<file path="config.mk">
export PLATFORM = sky130hd
export DESIGN_NAME = ambient_light_i2c_readout_sequencer_flat
export DESIGN_NICKNAME = d
export VERILOG_FILES = /design/src/alirs_pkg.sv /design/src/alirs_if.sv /design/src/alirs_cfg_regs.sv /design/src/alirs_lux.sv /design/src/alirs_seq.sv /design/src/ambient_light_i2c_readout_sequencer.sv /design/src/flat_wrapper.sv
export SDC_FILE = /design/constraint.sdc
export NUM_CORES = 1
export LEC_CHECK = 0
export ABC_AREA = 1
export BUFFER_PORTS_ARGS = -buffer_cell sky130_fd_sc_hd__buf_2
export CORE_MARGIN = 4
export CORE_UTILIZATION = 50
export CTS_CLUSTER_SIZE = 10
export DETAILED_ROUTE_END_ITERATION = 8
export PLACE_DENSITY = 0.67
export SYNTH_ARGS = -nofsm -noshare
export SYNTH_HDL_FRONTEND = slang
export SYNTH_SLANG_ARGS = --single-unit
</file>
<file path="constraint.sdc">
create_clock -name clk_i -period 6.3 [get_ports clk_i]
set_clock_uncertainty 0.05 [all_clocks]
set_input_delay 1.26 -clock clk_i [delete_from_list [all_inputs] [get_ports clk_i]]
set_output_delay 1.26 -clock clk_i [all_outputs]
set_load 0.005 [all_outputs]
</file>
<file path="src/alirs_pkg.sv">
// Shared types and constants for the ambient light I2C readout sequencer.
`default_nettype none

package alirs_pkg;

  localparam int unsigned CfgIdxW     = 2;
  localparam int unsigned CfgDataW    = 20;
  localparam int unsigned ByteW       = 8;
  localparam int unsigned RawW        = 16;
  localparam int unsigned WaitW       = 20;
  localparam int unsigned WaitBitsDef = 20;

  // floor(x / 6) equals (x * LuxRecip) >> LuxShift for every x below 2**19,
  // and the factor 5 is folded into LuxMul.
  localparam int unsigned LuxShift = 21;
  localparam int unsigned LuxMulW  = 21;
  localparam int unsigned ProdW    = RawW + LuxMulW;
  localparam logic [LuxMulW-1:0] LuxRecip = LuxMulW'(((1 << LuxShift) + 5) / 6);
  localparam logic [LuxMulW-1:0] LuxMul   = LuxMulW'(5 * (((1 << LuxShift) + 5) / 6));

  localparam logic [ByteW-1:0] DevAddrRst = 8'd70;
  localparam logic [ByteW-1:0] PwrCmdRst  = 8'd1;
  localparam logic [ByteW-1:0] ModeCmdRst = 8'd16;
  localparam logic [WaitW-1:0] WaitRst    = 20'd36000;

  typedef enum logic [CfgIdxW-1:0] {
    CfgDevAddr = 2'd0,
    CfgPwrCmd  = 2'd1,
    CfgModeCmd = 2'd2,
    CfgWait    = 2'd3
  } cfg_idx_e;

  typedef struct packed {
    logic [ByteW-1:0] dev_addr;
    logic [ByteW-1:0] pwr_cmd;
    logic [ByteW-1:0] mode_cmd;
    logic [WaitW-1:0] wait_ticks;
  } cfg_t;

  typedef struct packed {
    logic            clock_line;
    logic            data_line_out;
    logic            data_line_input;
    logic            busy_res;
    logic            done_res;
    logic [RawW-1:0] raw_count;
    logic [RawW-1:0] lux;
  } res_t;

endpackage

`default_nettype wire

</file>
<file path="src/alirs_if.sv">
// Handshake interfaces for the tick input, result output and register write channels.
`default_nettype none

interface alirs_in_if;
  logic valid;
  logic ready;
  logic start_request;
  logic sda_level;

  modport source (output valid, output start_request, output sda_level, input ready);
  modport sink (input valid, input start_request, input sda_level, output ready);
endinterface

interface alirs_out_if;
  import alirs_pkg::*;
  logic            valid;
  logic            ready;
  logic            clock_line;
  logic            data_line_out;
  logic            data_line_input;
  logic            busy_res;
  logic            done_res;
  logic [RawW-1:0] raw_count;
  logic [RawW-1:0] lux;

  modport source (output valid, output clock_line, output data_line_out,
                  output data_line_input, output busy_res, output done_res,
                  output raw_count, output lux, input ready);
  modport sink (input valid, input clock_line, input data_line_out,
                input data_line_input, input busy_res, input done_res,
                input raw_count, input lux, output ready);
endinterface

interface alirs_cfg_if;
  import alirs_pkg::*;
  logic                valid;
  logic                ready;
  logic [CfgIdxW-1:0]  index;
  logic [CfgDataW-1:0] data;

  modport source (output valid, output index, output data, input ready);
  modport sink (input valid, input index, input data, output ready);
endinterface

`default_nettype wire

</file>
<file path="src/alirs_cfg_regs.sv">
// Configuration register file written through the register write channel.
`default_nettype none

module alirs_cfg_regs (
  input  wire logic           clk_i,
  input  wire logic           rst_ni,
  alirs_cfg_if.sink           cfg_i,
  output alirs_pkg::cfg_t     cfg_o
);
  import alirs_pkg::*;

  cfg_t cfg_q, cfg_d;
  logic wr_en;

  assign cfg_i.ready = 1'b1;
  assign wr_en       = cfg_i.valid;

  always_comb begin
    cfg_d = cfg_q;
    if (wr_en) begin
      case (cfg_idx_e'(cfg_i.index))
        CfgDevAddr: cfg_d.dev_addr   = cfg_i.data[ByteW-1:0];
        CfgPwrCmd:  cfg_d.pwr_cmd    = cfg_i.data[ByteW-1:0];
        CfgModeCmd: cfg_d.mode_cmd   = cfg_i.data[ByteW-1:0];
        CfgWait:    cfg_d.wait_ticks = cfg_i.data[WaitW-1:0];
        default:    cfg_d = cfg_q;
      endcase
    end
  end

  always_ff @(posedge clk_i or negedge rst_ni) begin
    if (!rst_ni) begin
      cfg_q.dev_addr   <= DevAddrRst;
      cfg_q.pwr_cmd    <= PwrCmdRst;
      cfg_q.mode_cmd   <= ModeCmdRst;
      cfg_q.wait_ticks <= WaitRst;
    end else begin
      cfg_q <= cfg_d;
    end
  end

  assign cfg_o = cfg_q;

endmodule

`default_nettype wire

</file>
<file path="src/alirs_lux.sv">
// Converts a raw sensor count to lux as floor(raw * 5 / 6) by a reciprocal multiply.
`default_nettype none

module alirs_lux (
  input  wire logic [alirs_pkg::RawW-1:0] raw_i,
  output logic      [alirs_pkg::RawW-1:0] lux_o
);
  import alirs_pkg::*;

  logic [ProdW-1:0] prod;

  assign prod  = ProdW'(raw_i) * ProdW'(LuxMul);
  assign lux_o = prod[LuxShift +: RawW];

endmodule

`default_nettype wire

</file>
<file path="src/alirs_seq.sv">
// Bus sequencer: advances the I2C waveform by one tick per processed transaction.
`default_nettype none

module alirs_seq #(
  parameter int unsigned WaitCounterBits = alirs_pkg::WaitBitsDef
) (
  input  wire logic            clk_i,
  input  wire logic            rst_ni,
  input  wire logic            step_en_i,
  input  wire logic            req_i,
  input  wire logic            sda_i,
  input  wire alirs_pkg::cfg_t cfg_i,
  output alirs_pkg::res_t      res_o
);
  import alirs_pkg::*;

  typedef enum logic [14:0] {
    PhIdle   = 15'b000000000000001,
    PhStart1 = 15'b000000000000010,
    PhAddr1  = 15'b000000000000100,
    PhPwr    = 15'b000000000001000,
    PhStop1  = 15'b000000000010000,
    PhStart2 = 15'b000000000100000,
    PhAddr2  = 15'b000000001000000,
    PhMode   = 15'b000000010000000,
    PhStop2  = 15'b000000100000000,
    PhWait   = 15'b000001000000000,
    PhStart3 = 15'b000010000000000,
    PhAddrR  = 15'b000100000000000,
    PhRead   = 15'b001000000000000,
    PhStop3  = 15'b010000000000000,
    PhTail   = 15'b100000000000000
  } phase_e;

  typedef struct packed {
    phase_e           phase;
    logic [3:0]       bit_cnt;
    logic             half;
    logic [ByteW-1:0] shift;
    logic             byte_cnt;
  } enter_t;

  localparam logic [3:0] LastBit = 4'd8;

  phase_e                     phase_q, phase_d;
  logic [3:0]                 bit_q, bit_d;
  logic                       byte_q, byte_d;
  logic                       half_q, half_d;
  logic [ByteW-1:0]           shift_q, shift_d;
  logic [ByteW-1:0]           first_q, first_d;
  logic [WaitCounterBits-1:0] wait_q, wait_d;
  logic [RawW-1:0]            raw_q, raw_d;
  logic [RawW-1:0]            lux_q, lux_d;
  logic [RawW-1:0]            raw_new;
  logic [RawW-1:0]            lux_new;
  logic [WaitCounterBits-1:0] wait_load;

  function automatic enter_t enter_f(phase_e ph, logic [ByteW-1:0] sh, logic bcnt,
                                     cfg_t c);
    enter_t e;
    e.phase    = ph;
    e.bit_cnt  = '0;
    e.half     = 1'b0;
    e.shift    = sh;
    e.byte_cnt = bcnt;
    case (ph)
      PhAddr1, PhAddr2: e.shift = c.dev_addr;
      PhPwr:            e.shift = c.pwr_cmd;
      PhMode:           e.shift = c.mode_cmd;
      PhAddrR:          e.shift = c.dev_addr + 8'd1;
      PhRead: begin
        e.shift    = '0;
        e.byte_cnt = 1'b0;
      end
      default: e.phase = ph;
    endcase
    return e;
  endfunction

  assign raw_new   = {first_q, shift_q};
  assign wait_load = WaitCounterBits'(cfg_i.wait_ticks);

  alirs_lux u_lux (
    .raw_i (raw_new),
    .lux_o (lux_new)
  );

  always_comb begin
    phase_e     ph;
    phase_e     nx;
    logic       hf;
    logic [3:0] bc;
    logic [3:0] bc_inc;
    logic       two_step;
    logic       do_enter;
    phase_e     enter_ph;
    enter_t     e;

    ph = phase_q;
    hf = half_q;
    bc = bit_q;
    if (phase_q == PhIdle && req_i) begin
      ph = PhStart1;
      hf = 1'b0;
      bc = '0;
    end
    bc_inc   = bc + 4'd1;
    nx       = PhIdle;
    two_step = 1'b0;
    do_enter = 1'b0;
    enter_ph = PhIdle;

    phase_d = ph;
    bit_d   = bc;
    half_d  = hf;
    byte_d  = byte_q;
    shift_d = shift_q;
    first_d = first_q;
    wait_d  = wait_q;
    raw_d   = raw_q;
    lux_d   = lux_q;

    res_o                 = '0;
    res_o.clock_line      = 1'b1;
    res_o.data_line_out   = 1'b1;
    res_o.busy_res        = 1'b1;

    case (ph)
      PhIdle: res_o.busy_res = 1'b0;
      PhStart1, PhStart2, PhStart3: begin
        res_o.data_line_out = ~hf;
        two_step = 1'b1;
        case (ph)
          PhStart1: nx = PhAddr1;
          PhStart2: nx = PhAddr2;
          default:  nx = PhAddrR;
        endcase
      end
      PhStop1, PhStop2, PhStop3: begin
        res_o.data_line_out = hf;
        two_step = 1'b1;
        case (ph)
          PhStop1: nx = PhStart2;
          PhStop2: nx = PhWait;
          default: nx = PhTail;
        endcase
      end
      PhAddr1, PhPwr, PhAddr2, PhMode, PhAddrR: begin
        res_o.clock_line = ~hf;
        if (bc < LastBit) begin
          res_o.data_line_out = shift_q[ByteW-1];
        end else begin
          res_o.data_line_input = 1'b1;
        end
        if (!hf) begin
          half_d = 1'b1;
        end else begin
          half_d  = 1'b0;
          shift_d = {shift_q[ByteW-2:0], 1'b0};
          bit_d   = bc_inc;
          if (bc_inc > LastBit) begin
            do_enter = 1'b1;
            case (ph)
              PhAddr1: enter_ph = PhPwr;
              PhPwr:   enter_ph = PhStop1;
              PhAddr2: enter_ph = PhMode;
              PhMode:  enter_ph = PhStop2;
              default: enter_ph = PhRead;
            endcase
          end
        end
      end
      PhWait: begin
        wait_d = wait_q - WaitCounterBits'(1);
        if (wait_d == '0) begin
          do_enter = 1'b1;
          enter_ph = PhStart3;
        end
      end
      PhRead: begin
        res_o.clock_line = ~hf;
        if (bc < LastBit) begin
          res_o.data_line_input = 1'b1;
          if (!hf) begin
            shift_d = {shift_q[ByteW-2:0], sda_i};
          end
        end else begin
          res_o.data_line_out = byte_q;
        end
        if (!hf) begin
          half_d = 1'b1;
        end else begin
          half_d = 1'b0;
          bit_d  = bc_inc;
          if (bc_inc > LastBit) begin
            bit_d = '0;
            if (!byte_q) begin
              first_d = shift_q;
              shift_d = '0;
              byte_d  = 1'b1;
            end else begin
              raw_d    = raw_new;
              lux_d    = lux_new;
              byte_d   = 1'b0;
              do_enter = 1'b1;
              enter_ph = PhStop3;
            end
          end
        end
      end
      PhTail: begin
        res_o.done_res = 1'b1;
        do_enter = 1'b1;
        enter_ph = PhIdle;
      end
      default: begin
        res_o.busy_res = 1'b0;
        do_enter = 1'b1;
        enter_ph = PhIdle;
      end
    endcase

    if (two_step) begin
      if (!hf) begin
        half_d = 1'b1;
      end else if (nx == PhWait) begin
        wait_d   = wait_load;
        do_enter = 1'b1;
        enter_ph = (wait_load == '0) ? PhStart3 : PhWait;
      end else begin
        do_enter = 1'b1;
        enter_ph = nx;
      end
    end

    if (do_enter) begin
      e       = enter_f(enter_ph, shift_d, byte_d, cfg_i);
      phase_d = e.phase;
      bit_d   = e.bit_cnt;
      half_d  = e.half;
      shift_d = e.shift;
      byte_d  = e.byte_cnt;
    end

    res_o.raw_count = raw_d;
    res_o.lux       = lux_d;
  end

  always_ff @(posedge clk_i or negedge rst_ni) begin
    if (!rst_ni) begin
      phase_q <= PhIdle;
      bit_q   <= '0;
      byte_q  <= 1'b0;
      half_q  <= 1'b0;
      shift_q <= '0;
      first_q <= '0;
      wait_q  <= '0;
      raw_q   <= '0;
      lux_q   <= '0;
    end else if (step_en_i) begin
      phase_q <= phase_d;
      bit_q   <= bit_d;
      byte_q  <= byte_d;
      half_q  <= half_d;
      shift_q <= shift_d;
      first_q <= first_d;
      wait_q  <= wait_d;
      raw_q   <= raw_d;
      lux_q   <= lux_d;
    end
  end

endmodule

`default_nettype wire

</file>
<file path="src/ambient_light_i2c_readout_sequencer.sv">
// Top level of the ambient light sensor I2C readout sequencer.
//
// Each transaction on in_i is one bus tick (one 5 us half period) carrying the
// start request and the sampled data line level. Each tick yields exactly one
// transaction on out_o with the clock and data line levels to drive, the busy
// and done flags and the last raw count and lux value.
// A tick is captured in an input register, processed by the sequencer once the
// output register can take its result, and lands in the output register.
// One tick is accepted every cycle while the receiver does not stall.
// When the receiver stalls, the result is held in the output register while
// one more tick waits in the input register; ready drops only when both are
// full. Register writes on cfg_i are taken in any cycle, one per cycle, and
// should be made while no sequence is running.
// Reset returns the sequencer to idle, loads the default register values,
// clears the raw and lux results and empties both registers.
`default_nettype none

module ambient_light_i2c_readout_sequencer #(
  parameter int unsigned WaitCounterBits = alirs_pkg::WaitBitsDef
) (
  input  wire logic  clk_i,
  input  wire logic  rst_ni,
  alirs_in_if.sink   in_i,
  alirs_out_if.source out_o,
  alirs_cfg_if.sink  cfg_i
);
  import alirs_pkg::*;

  cfg_t cfg;
  res_t res;
  res_t res_q;
  logic in_valid_q;
  logic req_q;
  logic sda_q;
  logic out_valid_q, out_valid_d;
  logic advance;
  logic in_fire;

  assign advance    = in_valid_q && (!out_valid_q || out_o.ready);
  assign in_i.ready = !in_valid_q || advance;
  assign in_fire    = in_i.valid && in_i.ready;

  alirs_cfg_regs u_cfg_regs (
    .clk_i  (clk_i),
    .rst_ni (rst_ni),
    .cfg_i  (cfg_i),
    .cfg_o  (cfg)
  );

  alirs_seq #(
    .WaitCounterBits (WaitCounterBits)
  ) u_seq (
    .clk_i     (clk_i),
    .rst_ni    (rst_ni),
    .step_en_i (advance),
    .req_i     (req_q),
    .sda_i     (sda_q),
    .cfg_i     (cfg),
    .res_o     (res)
  );

  always_ff @(posedge clk_i or negedge rst_ni) begin
    if (!rst_ni) begin
      in_valid_q <= 1'b0;
    end else if (in_i.ready) begin
      in_valid_q <= in_i.valid;
    end
  end

  always_ff @(posedge clk_i) begin
    if (in_fire) begin
      req_q <= in_i.start_request;
      sda_q <= in_i.sda_level;
    end
  end

  always_comb begin
    out_valid_d = out_valid_q;
    if (advance) begin
      out_valid_d = 1'b1;
    end else if (out_o.ready) begin
      out_valid_d = 1'b0;
    end
  end

  always_ff @(posedge clk_i or negedge rst_ni) begin
    if (!rst_ni) begin
      out_valid_q <= 1'b0;
    end else begin
      out_valid_q <= out_valid_d;
    end
  end

  always_ff @(posedge clk_i) begin
    if (advance) begin
      res_q <= res;
    end
  end

  assign out_o.valid           = out_valid_q;
  assign out_o.clock_line      = res_q.clock_line;
  assign out_o.data_line_out   = res_q.data_line_out;
  assign out_o.data_line_input = res_q.data_line_input;
  assign out_o.busy_res        = res_q.busy_res;
  assign out_o.done_res        = res_q.done_res;
  assign out_o.raw_count       = res_q.raw_count;
  assign out_o.lux             = res_q.lux;

endmodule

`default_nettype wire

</file>
<file path="src/flat_wrapper.sv">
// flat-port wrapper written by rule: the top's interface ports become plain ports
module ambient_light_i2c_readout_sequencer_flat import alirs_pkg::*;
#(
  parameter int unsigned WaitCounterBits = alirs_pkg::WaitBitsDef
)
  (clk_i, rst_ni, in_i_valid, in_i_start_request, in_i_sda_level, in_i_ready, out_o_valid, out_o_clock_line, out_o_data_line_out, out_o_data_line_input, out_o_busy_res, out_o_done_res, out_o_raw_count, out_o_lux, out_o_ready, cfg_i_valid, cfg_i_index, cfg_i_data, cfg_i_ready);
  alirs_in_if in_i_i ();
  alirs_out_if out_o_i ();
  alirs_cfg_if cfg_i_i ();
  input  wire logic clk_i;
  input  wire logic rst_ni;
  input wire logic [$bits(in_i_i.valid)-1:0] in_i_valid;
  input wire logic [$bits(in_i_i.start_request)-1:0] in_i_start_request;
  input wire logic [$bits(in_i_i.sda_level)-1:0] in_i_sda_level;
  output wire logic [$bits(in_i_i.ready)-1:0] in_i_ready;
  output wire logic [$bits(out_o_i.valid)-1:0] out_o_valid;
  output wire logic [$bits(out_o_i.clock_line)-1:0] out_o_clock_line;
  output wire logic [$bits(out_o_i.data_line_out)-1:0] out_o_data_line_out;
  output wire logic [$bits(out_o_i.data_line_input)-1:0] out_o_data_line_input;
  output wire logic [$bits(out_o_i.busy_res)-1:0] out_o_busy_res;
  output wire logic [$bits(out_o_i.done_res)-1:0] out_o_done_res;
  output wire logic [$bits(out_o_i.raw_count)-1:0] out_o_raw_count;
  output wire logic [$bits(out_o_i.lux)-1:0] out_o_lux;
  input wire logic [$bits(out_o_i.ready)-1:0] out_o_ready;
  input wire logic [$bits(cfg_i_i.valid)-1:0] cfg_i_valid;
  input wire logic [$bits(cfg_i_i.index)-1:0] cfg_i_index;
  input wire logic [$bits(cfg_i_i.data)-1:0] cfg_i_data;
  output wire logic [$bits(cfg_i_i.ready)-1:0] cfg_i_ready;
  assign in_i_i.valid = in_i_valid;
  assign in_i_i.start_request = in_i_start_request;
  assign in_i_i.sda_level = in_i_sda_level;
  assign in_i_ready = in_i_i.ready;
  assign out_o_valid = out_o_i.valid;
  assign out_o_clock_line = out_o_i.clock_line;
  assign out_o_data_line_out = out_o_i.data_line_out;
  assign out_o_data_line_input = out_o_i.data_line_input;
  assign out_o_busy_res = out_o_i.busy_res;
  assign out_o_done_res = out_o_i.done_res;
  assign out_o_raw_count = out_o_i.raw_count;
  assign out_o_lux = out_o_i.lux;
  assign out_o_i.ready = out_o_ready;
  assign cfg_i_i.valid = cfg_i_valid;
  assign cfg_i_i.index = cfg_i_index;
  assign cfg_i_i.data = cfg_i_data;
  assign cfg_i_ready = cfg_i_i.ready;
  ambient_light_i2c_readout_sequencer #(.WaitCounterBits(WaitCounterBits)) u_core (.clk_i(clk_i), .rst_ni(rst_ni), .in_i(in_i_i), .out_o(out_o_i), .cfg_i(cfg_i_i));
endmodule
</file>
==> run summary <==
======================================================================================================
Residual DRC                                                                                         0
Via count                                                                                        13100
Final min period                                                                               5840 ps
Arrival time worst endpoint                                                                    6080 ps
Worst-case register-to-register setup slack                                                     460 ps
Result of the run                                                                            completed
Die Footprint                                                                               0.0335 mm2
Slowest Stage Delay on Critical Path                                                            570 ps
Cell-by-cell listing of the critical path                                                 fa_1 > inv_1 > fa_1 > fa_1 > inv_1 > fa_1 > inv_1 > fa_1 > fa_1 > inv_1 > ha_1 > a21oi_1 > o21ai_0 > o21ai_0 > nand3_1 > nand2_1 > nand2_1 > xor2_1 > nand2_1 > nand3_1 > o21ai_0
Routability congestion estimate from global placement                                             1.02
Final Hold Vio Count                                                                                 0
Critical path capture point type                                                              register
Synth warn                                                                                           0
Reg-to-Reg Start                                                                          u_core.u_seq.first_q[5]
CP Launch Type                                                                                register
Floorplan core area                                                                         0.0300 mm2
Worst-case hold path end point                                                            u_core.u_seq.lux_q[15]
# H-tree levels                                                                                      4
RSZ-0062 raised after global routing                                                                no
Critical-path cell with the highest stage delay                                           sky130_fd_sc_hd__fa_1
Quantity of gates resized following cts                                                              0
Crit path max fanout                                                                                 6
Routed wire per std cell                                                                       17.4 um
Maximum number of pins on one net before global-route repair                                        89
Final count of pins violating max slew                                                               0
Number of flops mapped to enable cells by yosys                                                     39
Remaining global-route overflow                                                                      0
Post-synthesis instance area                                                                0.0153 mm2
Number of cells traversed by the worst hold path                                                     2
Least-Margin Pin Slew                                                                           976 ps
Worst reg2reg endpoint                                                                    u_core.u_seq.lux_q[6]
Startpoint of the worst hold path                                                         u_core.u_seq.lux_q[15]
Setup-failing EPs final                                                                              0
Effective utilization at floorplan                                                               0.511
Net count after synthesis                                                                         2229
DR iter-0 viols                                                                                    894
Cell leakage power                                                                             8.73 nW
Number of antenna-violating nets in the routed design                                                0
Clock tree root buffer cell                                                               sky130_fd_sc_hd__clkbuf_16
Synth top area cells                                                                      sky130_fd_sc_hd__dfrtp_1 (20%), sky130_fd_sc_hd__fa_1 (14%), sky130_fd_sc_hd__ha_1 (11%), sky130_fd_sc_hd__nand2_1 (10%), sky130_fd_sc_hd__inv_1 (8.1%)
Async set or reset register ratio after synthesis                                                0.776
Antenna fix cells                                                                                    0
Tot GR Track Use                                                                                 0.259
Total wire length                                                                              42.0 mm
Total number of clock tree sinks                                                                   174
Primary FF master, synth                                                                  sky130_fd_sc_hd__dfrtp_1
Max capacitance violation total                                                                      0
Final core utilization                                                                           0.556
PortBufs                                                                                            67
Clock transition at the register clock pins on the worst setup and hold paths after CTS          80 ps
Setup TNS                                                                                         0 ps
Highest ir drop seen on vdd                                                                 0.000296 V
Vias in the first global route                                                                   13200
Hold WC Path Type                                                                         register to register
Most frequent CP cell                                                                     sky130_fd_sc_hd__fa_1
Via density per instance                                                                          5.40
Ratio of final minimum period to clock period                                                    0.927
Worst Path Required                                                                            6540 ps
Final Power                                                                                  0.00593 W
Category of the most critical setup path                                                  register to register
Clock Path Buffers                                                                                   2
Seq cells post-synth                                                                               174
Clk Latency, worst-skew pair                                                                    460 ps
# Post-CTS Setup Buffers                                                                             0
Number of detailed-route iterations in the first pass                                                6
Avg Synthesized Cell Area                                                                     7.82 um2
Area growth from synthesis to final layout                                                       8.67%
Count of boundary I/O pins                                                                          69
Yosys cell types                                                                                    56
Layout Cells excl Fill                                                                            2416
Vertical die dimension                                                                          183 um
Detailed Place HPWL                                                                            33.1 mm
Count of mapped cells out of synthesis                                                            1957
TritonCTS Buffers                                                                                   17
Worst slew slack as a fraction of its limit                                                      0.349
Number of cells traversed by the worst register-to-register path                                    21
Number of antenna violations at the first check in global routing                                    0
Number of hold buffers added after cts                                                               0
Die extent in x                                                                                 183 um
First-pass GRT wire length                                                                     68.9 mm
Clock tree from TritonCTS                                                                         done
PD cells                                                                                    356 mW/mm2
Final layout net count                                                                            2285
Fraction of final layout cells sized beyond drive strength 1                                    0.0869
Std cell rows                                                                                       63
Share of the synthesized area in the top cell type                                               0.203
Maximum clock frequency                                                                        171 MHz
Number of placed instances, taps included                                                         2384
Cell taking the most area after synthesis                                                 sky130_fd_sc_hd__dfrtp_1
Seq/Total Area, Yosys                                                                            0.298
======================================================================================================
-- how the worst max path moves through the flow --
stage                            startpoint                    end  cells after the start
finish              u_core.u_seq.first_q[5]  u_core.u_seq.lux_q[6]                     21
global route        u_core.u_seq.first_q[5]  u_core.u_seq.lux_q[6]                     21
CTS                 u_core.u_seq.first_q[5]  u_core.u_seq.lux_q[6]                     21
detailed placement  u_core.u_seq.first_q[5]  u_core.u_seq.lux_q[6]                     21
global placement    u_core.u_seq.shift_q[5]    u_core.out_o.lux[2]                     17
floorplan           u_core.u_seq.first_q[5]    u_core.out_o.lux[6]                     19
-- flip-flops by register name (all words and copies together) (netlist names), 4 cells and up --
name and count:
u_core.u_seq.raw_q 16, u_core.u_seq.first_q 8, u_core.u_cfg_regs.cfg_o 44, u_core.out_o.raw_count 16, u_core.out_o.lux 16, u_core.u_seq.lux_q 16, u_core.u_seq.wait_q 20, u_core.u_seq.bit_q 4
u_core.u_seq.shift_q 8, u_core.u_seq.phase_q 15
-- layout make-up --
type	instances	area (um2)
repair buffers	84	469
fillers	2841	13300
well taps	390	488
inverters	347	1310
flip-flops and latches	174	4560
clock inverters	9	81.3
multi-input cells	1389	9250
clock buffers	23	489
-- stage by stage --
step | setup slack (ps) | instance area (um2) | hold WS, ps
6_report | 457 | 16600 | 429
5_1_grt | 39.1 | 16600 | 457
4_1_cts | 447 | 16600 | 429
3_5_place_dp | 491 | 16100 | 414
3_3_place_gp | 574 | 16100 | 404
2_1_floorplan | 993 | 15300 | 391
-- cells by family (layout without fill, tap and decap cells) --
group | count (synthesis) | in the layout | synth area share
AO/OA/AOI/OAI | 311 | 311 | 0.113
flip-flops | 174 | 174 | 0.298
AND/OR/NAND/NOR | 810 | 810 | 0.227
other | 1 | 1 | 0.000245
adder cells (fa/ha/maj) | 243 | 243 | 0.250
XOR/XNOR | 22 | 22 | 0.0126
buffers and inverters | 394 | 463 | 0.0988
multiplexers | 2 | 2 | 0.00139
-- critical path: cells and delay by family, from the launching register on --
family	cells	cell delay (ps)
AOI/OAI and AO/OA	4	710
xor gates and xnor gates	1	190
adders and majority gates	7	3570
buffers and inverters	4	220
DFF	1	470
and+or+nand+nor	5	450
-- cell usage after synthesis (7+ instances only) --
| cell | instances |
|---|---|
| sky130_fd_sc_hd__nand2_1 | 412 |
| sky130_fd_sc_hd__inv_1 | 332 |
| sky130_fd_sc_hd__nor2_1 | 176 |
| sky130_fd_sc_hd__ha_1 | 139 |
| sky130_fd_sc_hd__nand3_1 | 135 |
| sky130_fd_sc_hd__o21ai_0 | 125 |
| sky130_fd_sc_hd__dfrtp_1 | 124 |
| sky130_fd_sc_hd__fa_1 | 104 |
| sky130_fd_sc_hd__a21oi_1 | 80 |
| sky130_fd_sc_hd__o21ai_1 | 43 |
| sky130_fd_sc_hd__edfxtp_1 | 39 |
| sky130_fd_sc_hd__clkbuf_1 | 28 |
| sky130_fd_sc_hd__nand4_1 | 26 |
| sky130_fd_sc_hd__nor3_1 | 17 |
| sky130_fd_sc_hd__buf_2 | 12 |
| sky130_fd_sc_hd__inv_2 | 12 |
| sky130_fd_sc_hd__xor2_1 | 12 |
| sky130_fd_sc_hd__a21oi_2 | 11 |
| sky130_fd_sc_hd__dfstp_2 | 11 |
| sky130_fd_sc_hd__o211ai_1 | 10 |
| sky130_fd_sc_hd__xnor2_1 | 10 |
| sky130_fd_sc_hd__a21o_1 | 7 |
| sky130_fd_sc_hd__nor2_2 | 7 |
-- cells in the final DEF (no fill, tap or decap), types with 6 or more instances in the layout --
cell type,count
sky130_fd_sc_hd__nor2_2,7
sky130_fd_sc_hd__xor2_1,12
sky130_fd_sc_hd__o21ai_0,125
sky130_fd_sc_hd__nand3b_1,6
sky130_fd_sc_hd__fa_1,104
sky130_fd_sc_hd__clkbuf_16,18
sky130_fd_sc_hd__nor3_1,16
sky130_fd_sc_hd__o211ai_1,10
sky130_fd_sc_hd__edfxtp_1,39
sky130_fd_sc_hd__inv_1,332
sky130_fd_sc_hd__nand3_1,135
sky130_fd_sc_hd__xnor2_1,10
sky130_fd_sc_hd__a21o_1,7
sky130_fd_sc_hd__nor2_1,176
sky130_fd_sc_hd__dfrtp_1,124
sky130_fd_sc_hd__a21oi_2,11
sky130_fd_sc_hd__buf_2,66
sky130_fd_sc_hd__o22ai_1,6
sky130_fd_sc_hd__nand4_1,26
sky130_fd_sc_hd__buf_4,17
sky130_fd_sc_hd__a31oi_1,6
sky130_fd_sc_hd__nand2_2,7
sky130_fd_sc_hd__o21ai_1,43
sky130_fd_sc_hd__ha_1,139
sky130_fd_sc_hd__nor4_1,6
sky130_fd_sc_hd__a21oi_1,80
sky130_fd_sc_hd__nand2_1,411
sky130_fd_sc_hd__dfstp_2,11
sky130_fd_sc_hd__inv_2,12
-- power breakdown --
| part | total (W) | leakage [nW] | switching, W | internal (W) |
|---|---|---|---|---|
| Clock | 0.00107 | 0.281 | 0.000478 | 0.000588 |
| Sequential | 0.00169 | 2.12 | 0.000209 | 0.00148 |
| Combinational | 0.00317 | 6.33 | 0.00211 | 0.00107 |
| Total | 0.00593 | 8.73 | 0.00280 | 0.00313 |
-- per-layer routing --
layer | vias to the layer above | wire, um | global-route usage
met1 | 6222 | 17800 | 0.333
met2 | 367 | 20900 | 0.452
met5 | - | 0 | 0
met4 | 0 | 1280 | 0.0897
li1 | 6408 | - | -
met3 | 60 | 2000 | 0.0349
Note: power is estimated with default switching activity, not from simulation.
